**config.mk**
```make
export PLATFORM = sky130hd
export DESIGN_NAME = arm64_page_table_walker_top
export DESIGN_NICKNAME = d
export VERILOG_FILES = /design/src/sv/apw_pkg.sv /design/src/sv/apw_step.sv /design/src/sv/arm64_page_table_walker_top.sv
export SDC_FILE = /design/constraint.sdc
export NUM_CORES = 1
export LEC_CHECK = 0
export BUFFER_PORTS_ARGS = -buffer_cell sky130_fd_sc_hd__buf_4
export CAP_MARGIN = 20
export CORE_UTILIZATION = 50
export CTS_CLUSTER_DIAMETER = 30
export DETAILED_ROUTE_END_ITERATION = 10
export GPL_TIMING_DRIVEN = 0
export PLACE_DENSITY = 0.75
export SYNTH_ARGS = -nofsm -noshare
export SYNTH_HDL_FRONTEND = slang
export SYNTH_SLANG_ARGS = --single-unit
```
**constraint.sdc**
```tcl
create_clock -name clk -period 5.1 [get_ports clk]
set_clock_uncertainty 0.1 [all_clocks]
set_input_delay 0.51 -clock clk [delete_from_list [all_inputs] [get_ports clk]]
set_output_delay 0.51 -clock clk [all_outputs]
set_load 0.02 [all_outputs]
```
**src/sv/apw_pkg.sv**
```systemverilog
// Package: types, codes and mask helpers for the page table walker
`timescale 1ns / 1ps

package apw_pkg;

    localparam int unsigned ADDR_W             = 48;
    localparam int unsigned VA_W               = 64;
    localparam int unsigned DATA_W             = 64;
    localparam int unsigned CFG_IDX_W          = 3;
    localparam int unsigned PHYS_ADDR_BITS_DEF = 48;

    localparam logic OP_START  = 1'b0;
    localparam logic OP_DATA   = 1'b1;
    localparam logic KIND_READ = 1'b0;
    localparam logic KIND_DONE = 1'b1;

    localparam logic [2:0] SIZE_4K   = 3'd0;
    localparam logic [2:0] SIZE_64K  = 3'd1;
    localparam logic [2:0] SIZE_2M   = 3'd2;
    localparam logic [2:0] SIZE_512M = 3'd3;
    localparam logic [2:0] SIZE_1G   = 3'd4;

    localparam logic [1:0] ST_OK    = 2'd0;
    localparam logic [1:0] ST_FAULT = 2'd1;
    localparam logic [1:0] ST_UNSUP = 2'd2;

    localparam logic [1:0] GRAN_4K  = 2'd0;
    localparam logic [1:0] GRAN_64K = 2'd1;

    localparam logic [1:0] DESC_TABLE = 2'b11;
    localparam logic [1:0] DESC_BLOCK = 2'b01;

    localparam logic [1:0] LVL_0 = 2'd0;
    localparam logic [1:0] LVL_1 = 2'd1;
    localparam logic [1:0] LVL_2 = 2'd2;
    localparam logic [1:0] LVL_3 = 2'd3;

    // size offsets giving 39-bit and 42-bit regions
    localparam logic [5:0] SO_39 = 6'd25;
    localparam logic [5:0] SO_42 = 6'd22;

    localparam logic [CFG_IDX_W-1:0] CFG_KERNEL_ROOT = 3'd0;
    localparam logic [CFG_IDX_W-1:0] CFG_KERNEL_GRAN = 3'd1;
    localparam logic [CFG_IDX_W-1:0] CFG_USER_GRAN   = 3'd2;
    localparam logic [CFG_IDX_W-1:0] CFG_KERNEL_SO   = 3'd3;
    localparam logic [CFG_IDX_W-1:0] CFG_USER_SO     = 3'd4;

    typedef struct packed {
        logic [ADDR_W-1:0] kernel_root;
        logic [1:0]        kernel_granule;
        logic [1:0]        user_granule;
        logic [5:0]        kernel_size_offset;
        logic [5:0]        user_size_offset;
    } cfg_t;

    typedef struct packed {
        logic            active;
        logic [1:0]      level;
        logic            big;
        logic [VA_W-1:0] vaddr;
    } walk_t;

    typedef struct packed {
        logic              kind;
        logic [ADDR_W-1:0] address;
        logic [2:0]        page_size;
        logic [1:0]        status;
    } res_t;

    // bits lo .. pab-1 of a 48-bit address
    function automatic logic [ADDR_W-1:0] pa_mask(int unsigned pab, int unsigned lo);
        logic [ADDR_W-1:0] m;
        m = '0;
        for (int unsigned i = 0; i < ADDR_W; i++)
        begin
            m[i] = (i >= lo) && (i < pab);
        end
        return m;
    endfunction

endpackage

```
**src/sv/apw_step.sv**
```systemverilog
// One walk step: next walk state and result from a registered item
`timescale 1ns / 1ps

module apw_step #(
    parameter int unsigned PHYS_ADDR_BITS = apw_pkg::PHYS_ADDR_BITS_DEF
) (
    input  apw_pkg::cfg_t                   cfg,
    input  apw_pkg::walk_t                  walk,
    input  logic                            op,
    input  logic [apw_pkg::ADDR_W-1:0]      table_base,
    input  logic [apw_pkg::VA_W-1:0]        virt_addr,
    input  logic [apw_pkg::DATA_W-1:0]      read_data,
    output apw_pkg::walk_t                  walk_next,
    output logic                            res_valid,
    output apw_pkg::res_t                   res
);

    localparam logic [apw_pkg::ADDR_W-1:0] M9  = apw_pkg::pa_mask(PHYS_ADDR_BITS, 9);
    localparam logic [apw_pkg::ADDR_W-1:0] M12 = apw_pkg::pa_mask(PHYS_ADDR_BITS, 12);
    localparam logic [apw_pkg::ADDR_W-1:0] M16 = apw_pkg::pa_mask(PHYS_ADDR_BITS, 16);
    localparam logic [apw_pkg::ADDR_W-1:0] M21 = apw_pkg::pa_mask(PHYS_ADDR_BITS, 21);
    localparam logic [apw_pkg::ADDR_W-1:0] M29 = apw_pkg::pa_mask(PHYS_ADDR_BITS, 29);
    localparam logic [apw_pkg::ADDR_W-1:0] M30 = apw_pkg::pa_mask(PHYS_ADDR_BITS, 30);

    function automatic logic [apw_pkg::ADDR_W-1:0] read_addr(
        input logic [1:0]                  lvl,
        input logic [apw_pkg::ADDR_W-1:0]  base,
        input logic [apw_pkg::VA_W-1:0]    va,
        input logic                        big
    );
        logic [apw_pkg::ADDR_W-1:0] a;
        if (big)
        begin
            case (lvl)
                apw_pkg::LVL_1: a = (base & M9)  | {39'b0, va[47:42], 3'b0};
                apw_pkg::LVL_2: a = (base & M16) | {32'b0, va[41:29], 3'b0};
                default:        a = (base & M16) | {32'b0, va[28:16], 3'b0};
            endcase
        end
        else
        begin
            case (lvl)
                apw_pkg::LVL_0: a = (base & M12) | {36'b0, va[47:39], 3'b0};
                apw_pkg::LVL_1: a = (base & M12) | {36'b0, va[38:30], 3'b0};
                apw_pkg::LVL_2: a = (base & M12) | {36'b0, va[29:21], 3'b0};
                default:        a = (base & M12) | {36'b0, va[20:12], 3'b0};
            endcase
        end
        return a;
    endfunction

    logic                       kern;
    logic [1:0]                 gran;
    logic [5:0]                 so;
    logic [1:0]                 start_lvl;
    logic [1:0]                 desc_type;
    logic [apw_pkg::ADDR_W-1:0] desc_pa;
    logic [apw_pkg::ADDR_W-1:0] next_base;

    assign kern      = (table_base == cfg.kernel_root);
    assign gran      = kern ? cfg.kernel_granule : cfg.user_granule;
    assign so        = kern ? cfg.kernel_size_offset : cfg.user_size_offset;
    assign desc_type = read_data[1:0];
    assign desc_pa   = read_data[apw_pkg::ADDR_W-1:0];
    assign next_base = desc_pa & (walk.big ? M16 : M12);

    always_comb
    begin
        if (gran == apw_pkg::GRAN_64K)
            start_lvl = (so == apw_pkg::SO_42) ? apw_pkg::LVL_2 : apw_pkg::LVL_1;
        else
            start_lvl = (so == apw_pkg::SO_39) ? apw_pkg::LVL_1 : apw_pkg::LVL_0;
    end

    always_comb
    begin
        walk_next     = walk;
        res_valid     = 1'b0;
        res.kind      = apw_pkg::KIND_DONE;
        res.address   = '0;
        res.page_size = apw_pkg::SIZE_4K;
        res.status    = apw_pkg::ST_OK;
        if (op == apw_pkg::OP_START)
        begin
            res_valid        = 1'b1;
            walk_next.active = 1'b0;
            if (gran != apw_pkg::GRAN_4K && gran != apw_pkg::GRAN_64K)
            begin
                res.status = apw_pkg::ST_UNSUP;
            end
            else
            begin
                walk_next.active = 1'b1;
                walk_next.big    = (gran == apw_pkg::GRAN_64K);
                walk_next.vaddr  = virt_addr;
                walk_next.level  = start_lvl;
                res.kind         = apw_pkg::KIND_READ;
                res.address      = read_addr(start_lvl, table_base, virt_addr,
                                             gran == apw_pkg::GRAN_64K);
            end
        end
        else if (walk.active)
        begin
            res_valid = 1'b1;
            if (walk.level == apw_pkg::LVL_3)
            begin
                // last level: no validity check
                walk_next.active = 1'b0;
                if (walk.big)
                begin
                    res.address   = (desc_pa & M16) | {32'b0, walk.vaddr[15:0]};
                    res.page_size = apw_pkg::SIZE_64K;
                end
                else
                begin
                    res.address   = (desc_pa & M12) | {36'b0, walk.vaddr[11:0]};
                    res.page_size = apw_pkg::SIZE_4K;
                end
            end
            else if (desc_type == apw_pkg::DESC_TABLE)
            begin
                walk_next.level = walk.level + 2'd1;
                res.kind        = apw_pkg::KIND_READ;
                res.address     = read_addr(walk.level + 2'd1, next_base,
                                            walk.vaddr, walk.big);
            end
            else
            begin
                walk_next.active = 1'b0;
                res.status       = apw_pkg::ST_FAULT;
                if (desc_type == apw_pkg::DESC_BLOCK)
                begin
                    if (!walk.big && walk.level == apw_pkg::LVL_1)
                    begin
                        res.address   = (desc_pa & M30) | {18'b0, walk.vaddr[29:0]};
                        res.page_size = apw_pkg::SIZE_1G;
                        res.status    = apw_pkg::ST_OK;
                    end
                    else if (!walk.big && walk.level == apw_pkg::LVL_2)
                    begin
                        res.address   = (desc_pa & M21) | {27'b0, walk.vaddr[20:0]};
                        res.page_size = apw_pkg::SIZE_2M;
                        res.status    = apw_pkg::ST_OK;
                    end
                    else if (walk.big && walk.level == apw_pkg::LVL_2)
                    begin
                        res.address   = (desc_pa & M29) | {19'b0, walk.vaddr[28:0]};
                        res.page_size = apw_pkg::SIZE_512M;
                        res.status    = apw_pkg::ST_OK;
                    end
                end
            end
        end
    end

endmodule

```
**src/sv/arm64_page_table_walker_top.sv**
```systemverilog
// Page table walker top level: channel registers, walk state and configuration
//
// Request channel (req_valid/req_ready) carries one transaction per walk step:
// op 0 starts a walk from table_base/virt_addr, op 1 returns a descriptor in
// read_data. Each transaction yields at most one response on rsp_valid/rsp_ready:
// kind 0 asks for a descriptor read at address, kind 1 ends the walk with the
// physical address, page_size and status. A data transaction with no walk in
// progress yields no response; a start abandons any walk in progress.
// An accepted request waits in the input register until the step unit fires;
// one pass of step logic then loads its result into the response register.
// Throughput: one transaction per cycle, bounded by the single step unit, which
// advances whenever the response register is empty or being drained.
// When the receiver stalls, the response register holds and the input register
// still takes one more transaction before req_ready falls.
// Configuration (cfg_valid/cfg_ready, cfg_index, cfg_data) is always ready;
// write it only while the walker is idle. Unknown indexes are dropped.
// Reset clears the walk state, the valid flags of both channel registers and
// the configuration (size offsets reset to 16).
`timescale 1ns / 1ps

module arm64_page_table_walker_top #(
    parameter int unsigned PHYS_ADDR_BITS = apw_pkg::PHYS_ADDR_BITS_DEF
) (
    input  logic                              clk,
    input  logic                              rst_n,
    input  logic                              req_valid,
    output logic                              req_ready,
    input  logic                              op,
    input  logic [apw_pkg::ADDR_W-1:0]        table_base,
    input  logic [apw_pkg::VA_W-1:0]          virt_addr,
    input  logic [apw_pkg::DATA_W-1:0]        read_data,
    output logic                              rsp_valid,
    input  logic                              rsp_ready,
    output logic                              kind,
    output logic [apw_pkg::ADDR_W-1:0]        address,
    output logic [2:0]                        page_size,
    output logic [1:0]                        status,
    input  logic                              cfg_valid,
    output logic                              cfg_ready,
    input  logic [apw_pkg::CFG_IDX_W-1:0]     cfg_index,
    input  logic [apw_pkg::ADDR_W-1:0]        cfg_data
);

    apw_pkg::cfg_t  cfg_reg;
    apw_pkg::walk_t walk_reg;
    apw_pkg::walk_t walk_next;
    apw_pkg::res_t  res_next;
    apw_pkg::res_t  rsp_reg;
    logic           res_valid;

    logic                       full_reg;
    logic                       op_reg;
    logic [apw_pkg::ADDR_W-1:0] base_reg;
    logic [apw_pkg::VA_W-1:0]   va_reg;
    logic [apw_pkg::DATA_W-1:0] data_reg;
    logic                       rsp_valid_reg;
    logic                       fire;
    logic                       req_take;

    assign fire      = full_reg && (!rsp_valid_reg || rsp_ready);
    assign req_ready = !full_reg || fire;
    assign req_take  = req_valid && req_ready;
    assign cfg_ready = 1'b1;

    always_ff @(posedge clk or negedge rst_n)
    begin
        if (!rst_n)
        begin
            cfg_reg.kernel_root        <= '0;
            cfg_reg.kernel_granule     <= apw_pkg::GRAN_4K;
            cfg_reg.user_granule       <= apw_pkg::GRAN_4K;
            cfg_reg.kernel_size_offset <= 6'd16;
            cfg_reg.user_size_offset   <= 6'd16;
        end
        else if (cfg_valid && cfg_ready)
        begin
            case (cfg_index)
                apw_pkg::CFG_KERNEL_ROOT: cfg_reg.kernel_root        <= cfg_data;
                apw_pkg::CFG_KERNEL_GRAN: cfg_reg.kernel_granule     <= cfg_data[1:0];
                apw_pkg::CFG_USER_GRAN:   cfg_reg.user_granule       <= cfg_data[1:0];
                apw_pkg::CFG_KERNEL_SO:   cfg_reg.kernel_size_offset <= cfg_data[5:0];
                apw_pkg::CFG_USER_SO:     cfg_reg.user_size_offset   <= cfg_data[5:0];
                default: ;
            endcase
        end
    end

    // hold the accepted transaction until the step unit takes it
    always_ff @(posedge clk or negedge rst_n)
    begin
        if (!rst_n)
            full_reg <= 1'b0;
        else if (req_ready)
            full_reg <= req_valid;
    end

    always_ff @(posedge clk)
    begin
        if (req_take)
        begin
            op_reg   <= op;
            base_reg <= table_base;
            va_reg   <= virt_addr;
            data_reg <= read_data;
        end
    end

    apw_step #(
        .PHYS_ADDR_BITS (PHYS_ADDR_BITS)
    ) u_step (
        .cfg        (cfg_reg),
        .walk       (walk_reg),
        .op         (op_reg),
        .table_base (base_reg),
        .virt_addr  (va_reg),
        .read_data  (data_reg),
        .walk_next  (walk_next),
        .res_valid  (res_valid),
        .res        (res_next)
    );

    always_ff @(posedge clk or negedge rst_n)
    begin
        if (!rst_n)
            walk_reg <= '0;
        else if (fire)
            walk_reg <= walk_next;
    end

    always_ff @(posedge clk or negedge rst_n)
    begin
        if (!rst_n)
            rsp_valid_reg <= 1'b0;
        else if (fire && res_valid)
            rsp_valid_reg <= 1'b1;
        else if (rsp_ready)
            rsp_valid_reg <= 1'b0;
    end

    always_ff @(posedge clk)
    begin
        if (fire && res_valid)
            rsp_reg <= res_next;
    end

    assign rsp_valid = rsp_valid_reg;
    assign kind      = rsp_reg.kind;
    assign address   = rsp_reg.address;
    assign page_size = rsp_reg.page_size;
    assign status    = rsp_reg.status;

endmodule

```
# After elaboration in Yosys (flattened, before gate mapping)
# Cells that the tools add are included.
# Widths: inputs -> output; s select.
[word_totals]
romBits = 0
word_cells = 128
in_bits = 233
latchBits = 0
out_inout_bits = 57
ram_bits = 0
n_memories = 0
regBits = 349
[classes]
mux = 39
n_addsub = 1
div_mod_pow = 0
n_reduce_logical = 25
eq_ne = 22
n_shift = 0
bitwise_logic = 22
magnitude_cmp = 0
multipliers = 0
[ops]
columns = ["operator", "n"]
rows = [
  ["$or 48x12->48", 9],
  ["$pmux 48 s3", 2],
  ["$or 48x16->48", 5],
  ["$mux 53", 4],
  ["$pmux 48 s2", 2],
  ["$mux 48", 3],
  ["$mux 51", 2],
  ["$mux 49", 2],
  ["$or 48x9->48", 2],
  ["$mux 68", 1],
  ["$mux 54", 1],
  ["$and 48x48->48", 1],
  ["$eq 48x48->1", 1],
  ["$or 48x21->48", 1],
  ["$or 48x29->48", 1],
  ["$or 48x30->48", 1],
  ["$mux 16", 1],
  ["$mux 2", 8],
  ["$eq 6x5->1 const B", 2],
  ["$reduce_and 2->1", 6],
  ["$eq 2x1->1 const B", 5],
  ["$eq 2x2->1 const B", 5],
  ["$mux 1", 9],
  ["$logic_and 1x1->1", 7],
  ["17 further kinds", 28],
]

# Logic depth before layout (Yosys ltp)
[logic_depth]
depth_word = 10
mapped_depth = 10

# Modules after synthesis
# A second synthesis with hierarchy kept.
[unflattened]
hier_cells = 1135
area_unflattened_um2 = 15443.6
[modules_own_cells]
columns = ["module", "seq_area_each_um2", "n_inst", "cells_per_inst", "area_per_inst_um2"]
rows = [
  ["arm64_page_table_walker_top", 10292.4, 1, 526, 11969.0],
  ["apw_step", 0.0, 1, 609, 3474.6],
]

# Worst setup path before layout
# Ideal clock, no wire load.
[synth_timing]
path_type = "input to register"
from = "in rsp_ready"
to = "reg base_reg[0] (netlist name), enable pin"
t_arrival_ns = 3.909
t_required_ns = 4.490
stages = 2
path_slack_ns = 0.581
path_cell_list = "nand3b_1 > and2_1"
[synth_via]
elab_chain_len = 4
[synth_rtl]
columns = ["element", "line_no", "source"]
rows = [
  ["start, declared", "arm64_page_table_walker_top.sv:33", "input logic rsp_ready,"],
  ["$logic_or 1x1->1", "arm64_page_table_walker_top.sv:60", "assign fire = full_reg && (!rsp_valid_reg || rsp_ready);"],
  ["$logic_and 1x1->1", "arm64_page_table_walker_top.sv:60", ""],
  ["$logic_or 1x1->1", "arm64_page_table_walker_top.sv:61", "assign req_ready = !full_reg || fire;"],
  ["$logic_and 1x1->1", "arm64_page_table_walker_top.sv:62", "assign req_take = req_valid && req_ready;"],
  ["via req_take", "arm64_page_table_walker_top.sv:58", "logic req_take;"],
  ["end signal, assigned", "arm64_page_table_walker_top.sv:102", "base_reg <= table_base;"],
  ["end, declared", "arm64_page_table_walker_top.sv:53", "logic [apw_pkg::ADDR_W-1:0] base_reg;"],
]
# The timed path passes the listed nets, and every way through them passes these cells.
# A chain may end at the register's enable or synchronous reset.

==> results.py <==
metrics = {
    "critical_path": {
        "cp_data_required_time_ps": 5260,
        "crit_path_start_kind": "register",
        "crit_type": "reg2reg",
        "cpPeakStageDelay_ps": 650,
        "crit_chain": "xnor2_1 -> nand4_1 -> nor4_2 -> nand3_4 -> mux2i_2 -> buf_4 -> mux2i_1 -> o32ai_1",
        "cpMaxStageDelayCell": "nor4_2",
        "end_kind": "register",
        "crit_fanout": 10,
        "arrival_ps": 3800,
    },
    "synth": {
        "synth.area.top_cells": "edfxtp_1 (45%), dfrtp_1 (23%), mux2_2 (9.7%), xnor2_1 (3.3%), mux2i_1 (2.5%)",
        "synth_top_area_share_pct": 45.0,
        "synth_cell_types": 51,
        "synth-edff-count": 189,
        "synth_area_leader_cell": "edfxtp_1",
        "synth.net_count": 1056,
        "yosysMostFrequentCell": "edfxtp_1",
        "async_flop_share_pct": 38.4,
        "synth.yosys.seq_area_share_pct": 68.5,
        "synth_common_cells": "edfxtp_1 (189), dfrtp_1 (116), mux2_2 (109), xnor2_1 (48), nand2_1 (34)",
        "synth.avg_cell_area_um2": 15.4,
        "ys.warnings.count": 0,
        "syn_area_um2": 12600,
        "postSynthCellCount": 816,
        "ys_seq_elements": 307,
        "synth_ff_type": "edfxtp_1",
    },
    "grt": {
        "antenna_found_initial": 0,
        "grt_first_pass_wirelength_um": 53700,
        "grt_start_max_net_pins": 90,
        "grt_overflow": 0,
        "grt_usage_pct": 27.9,
        "grt_pass1_vias": 9057,
    },
    "sta": {
        "rsz0062_at_grt": "no",
        "setup_slack_ps": 1470,
        "relSlewSlack_pct": 32.2,
        "slew_violations": 0,
        "fmax_mhz": 275,
        "hold_viol": 0,
        "hold_slack_ps": 12.4,
        "period_needed_ps": 3630,
        "worst_slew_pin_slew_ps": 1010,
        "setup_viol": 0,
        "fin_crit_sh_pct": 71.2,
    },
    "power_and_ir_drop": {
        "power_density_nw_per_um2": 527,
        "p_leak_nw": 7.01,
        "ir_worst_vdd_v": 0.000373,
    },
    "finish": {
        "antenna_cells": 0,
        "drive_gt1_share_pct": 39.7,
        "fin_nets": 1410,
        "area_growth_pct": 39.3,
        "largest_register_ffs": 64,
    },
    "clocking": {
        "clk_latency_ps": 580,
        "cts_resized": 0,
        "clockRootBuffer": "clkbuf_16",
        "path_clk_slew_ps": 50,
        "h-tree-depth": 2,
        "tritoncts": "yes",
        "cts_max_path_buffers": 3,
        "clkSinkCount": 307,
        "post_cts_buffers": 0,
        "tritoncts.num_buffers": 61,
        "cts_hold_buf": 41,
    },
    "floorplanning": {
        "die_y_um": 161,
        "coreArea_um2": 24500,
        "io_pins": 290,
        "start_util_pct": 51.4,
        "die_area_um2": 25800,
        "dieWidth_um": 161,
        "std_cell_rows": 57,
    },
    "place": {
        "place_congestion": 0.892,
        "dp_slack_ps": 1590,
        "io_buffers": 246,
        "hpwl_um": 23700,
    },
    "job": {
        "max_cap_violations": 0,
    },
    "drt": {
        "drc": 0,
        "vias_per_cell": 5.63,
        "vias": 8709,
        "wirelength_um": 35800,
        "first_pass_iters": 6,
        "ant_nets": 0,
        "post_drt_wl_per_cell_um": 23.1,
        "drt_iter0_drc": 807,
    },
    "run_status": {
        "outcome": "finished, final reports clean",
    },
    "hold_path": {
        "holdCritPathClass": "in2reg",
    },
}
## through the flow
stage	cell area (um^2)	total power, mW	cells	setup TNS [ps]	util, %
3_3_place_gp	14900	5.04	1386	-107670	60.5
3_5_place_dp	15000	5.06	1390	0	61.0
5_1_grt	17600	9.57	1547	0	71.5
6_report	17600	9.26	1547	0	71.5
4_1_cts	17600	9.25	1547	0	71.5
2_1_floorplan	12600	4.40	816	0	-
## report_power, final
group	total [mW]	switching [mW]	internal, mW	leakage [nW]
Clock	4.15	1.34	2.81	1.06
Sequential	3.50	0.371	3.13	3.24
Combinational	1.61	0.855	0.758	2.71
## area by class of cell
cell class                      count  area, um^2
Buffer                             35         150
Clock buffer                       76        1650
Clock inverter                     40         520
Fill cell                        1662        6980
Inverter                           13        48.8
Multi-Input combinational cell    461        3780
Sequential cell                   307        8630
Tap cell                          324         405
Timing Repair Buffer              291        2360
## cell usage in the layout (no fill, tap or decap), types with 6 or more instances in the layout
master         instances
o21ai_0               30
inv_6                  8
nor2_1                21
a22oi_1               23
edfxtp_1             189
inv_1                 13
nand2b_1               7
clkinv_2               8
a311oi_1               6
bufinv_16             10
nand4_1               17
dfrtp_1              116
nor3b_1               10
xnor2_1               48
clkbuf_16             62
nor2b_1                6
o32ai_1                8
a22o_1                19
mux2_2               109
buf_2                  9
buf_4                247
a222oi_1               9
mux2i_1               31
a21oi_1               25
clkbuf_1              30
ha_1                   7
nand2_1               34
dlygate4sd3_1         41
## per-layer routing
metal | track usage, % | wire length, um
met1 | 37.9 | 14900
met2 | 45.0 | 17100
met3 | 5.53 | 2730
met4 | 9.95 | 1100
met5 | 0 | 0
## logic make-up (layout without fill, tap and decap cells)
| group | after synthesis | after routing | share of synthesized area (%) |
|---|---|---|---|
| adder cells (fa/ha/maj) | 7 | 7 | 0.695 |
| flip-flops | 307 | 307 | 68.5 |
| multiplexers | 144 | 144 | 12.7 |
| AO/OA/AOI/OAI | 140 | 140 | 7.84 |
| XOR/XNOR | 48 | 48 | 3.34 |
| other | 1 | 1 | 0.0298 |
| buffers and inverters | 48 | 455 | 1.58 |
| AND/OR/NAND/NOR | 121 | 121 | 5.31 |
## final timing paths
check / from / slack, ps / depth (start not counted) / end
worst max-delay path: base_reg[12] / 1470 / 8 / address[12]
worst min-delay path: read_data[44] / 10 / 1 / data_reg[44]
worst max register to register: base_reg[12] / 1470 / 8 / address[12]
worst min register to register: va_reg[6] / 370 / 1 / walk_reg[6]
max in group asynchronous: rst_n / 3810 / 3 / cfg_reg[34]
min in group asynchronous: rst_n / 310 / 2 / walk_reg[11]
## worst max-delay path, delay by kind of cell (launching register included)
family / cells / cell delay (ps)
simple gates: 3 / 1270
xor+xnor: 1 / 250
compound gates: 1 / 220
buf+inv: 1 / 290
flops: 1 / 430
mux: 2 / 770
Note: power is estimated with default switching activity, not from simulation.
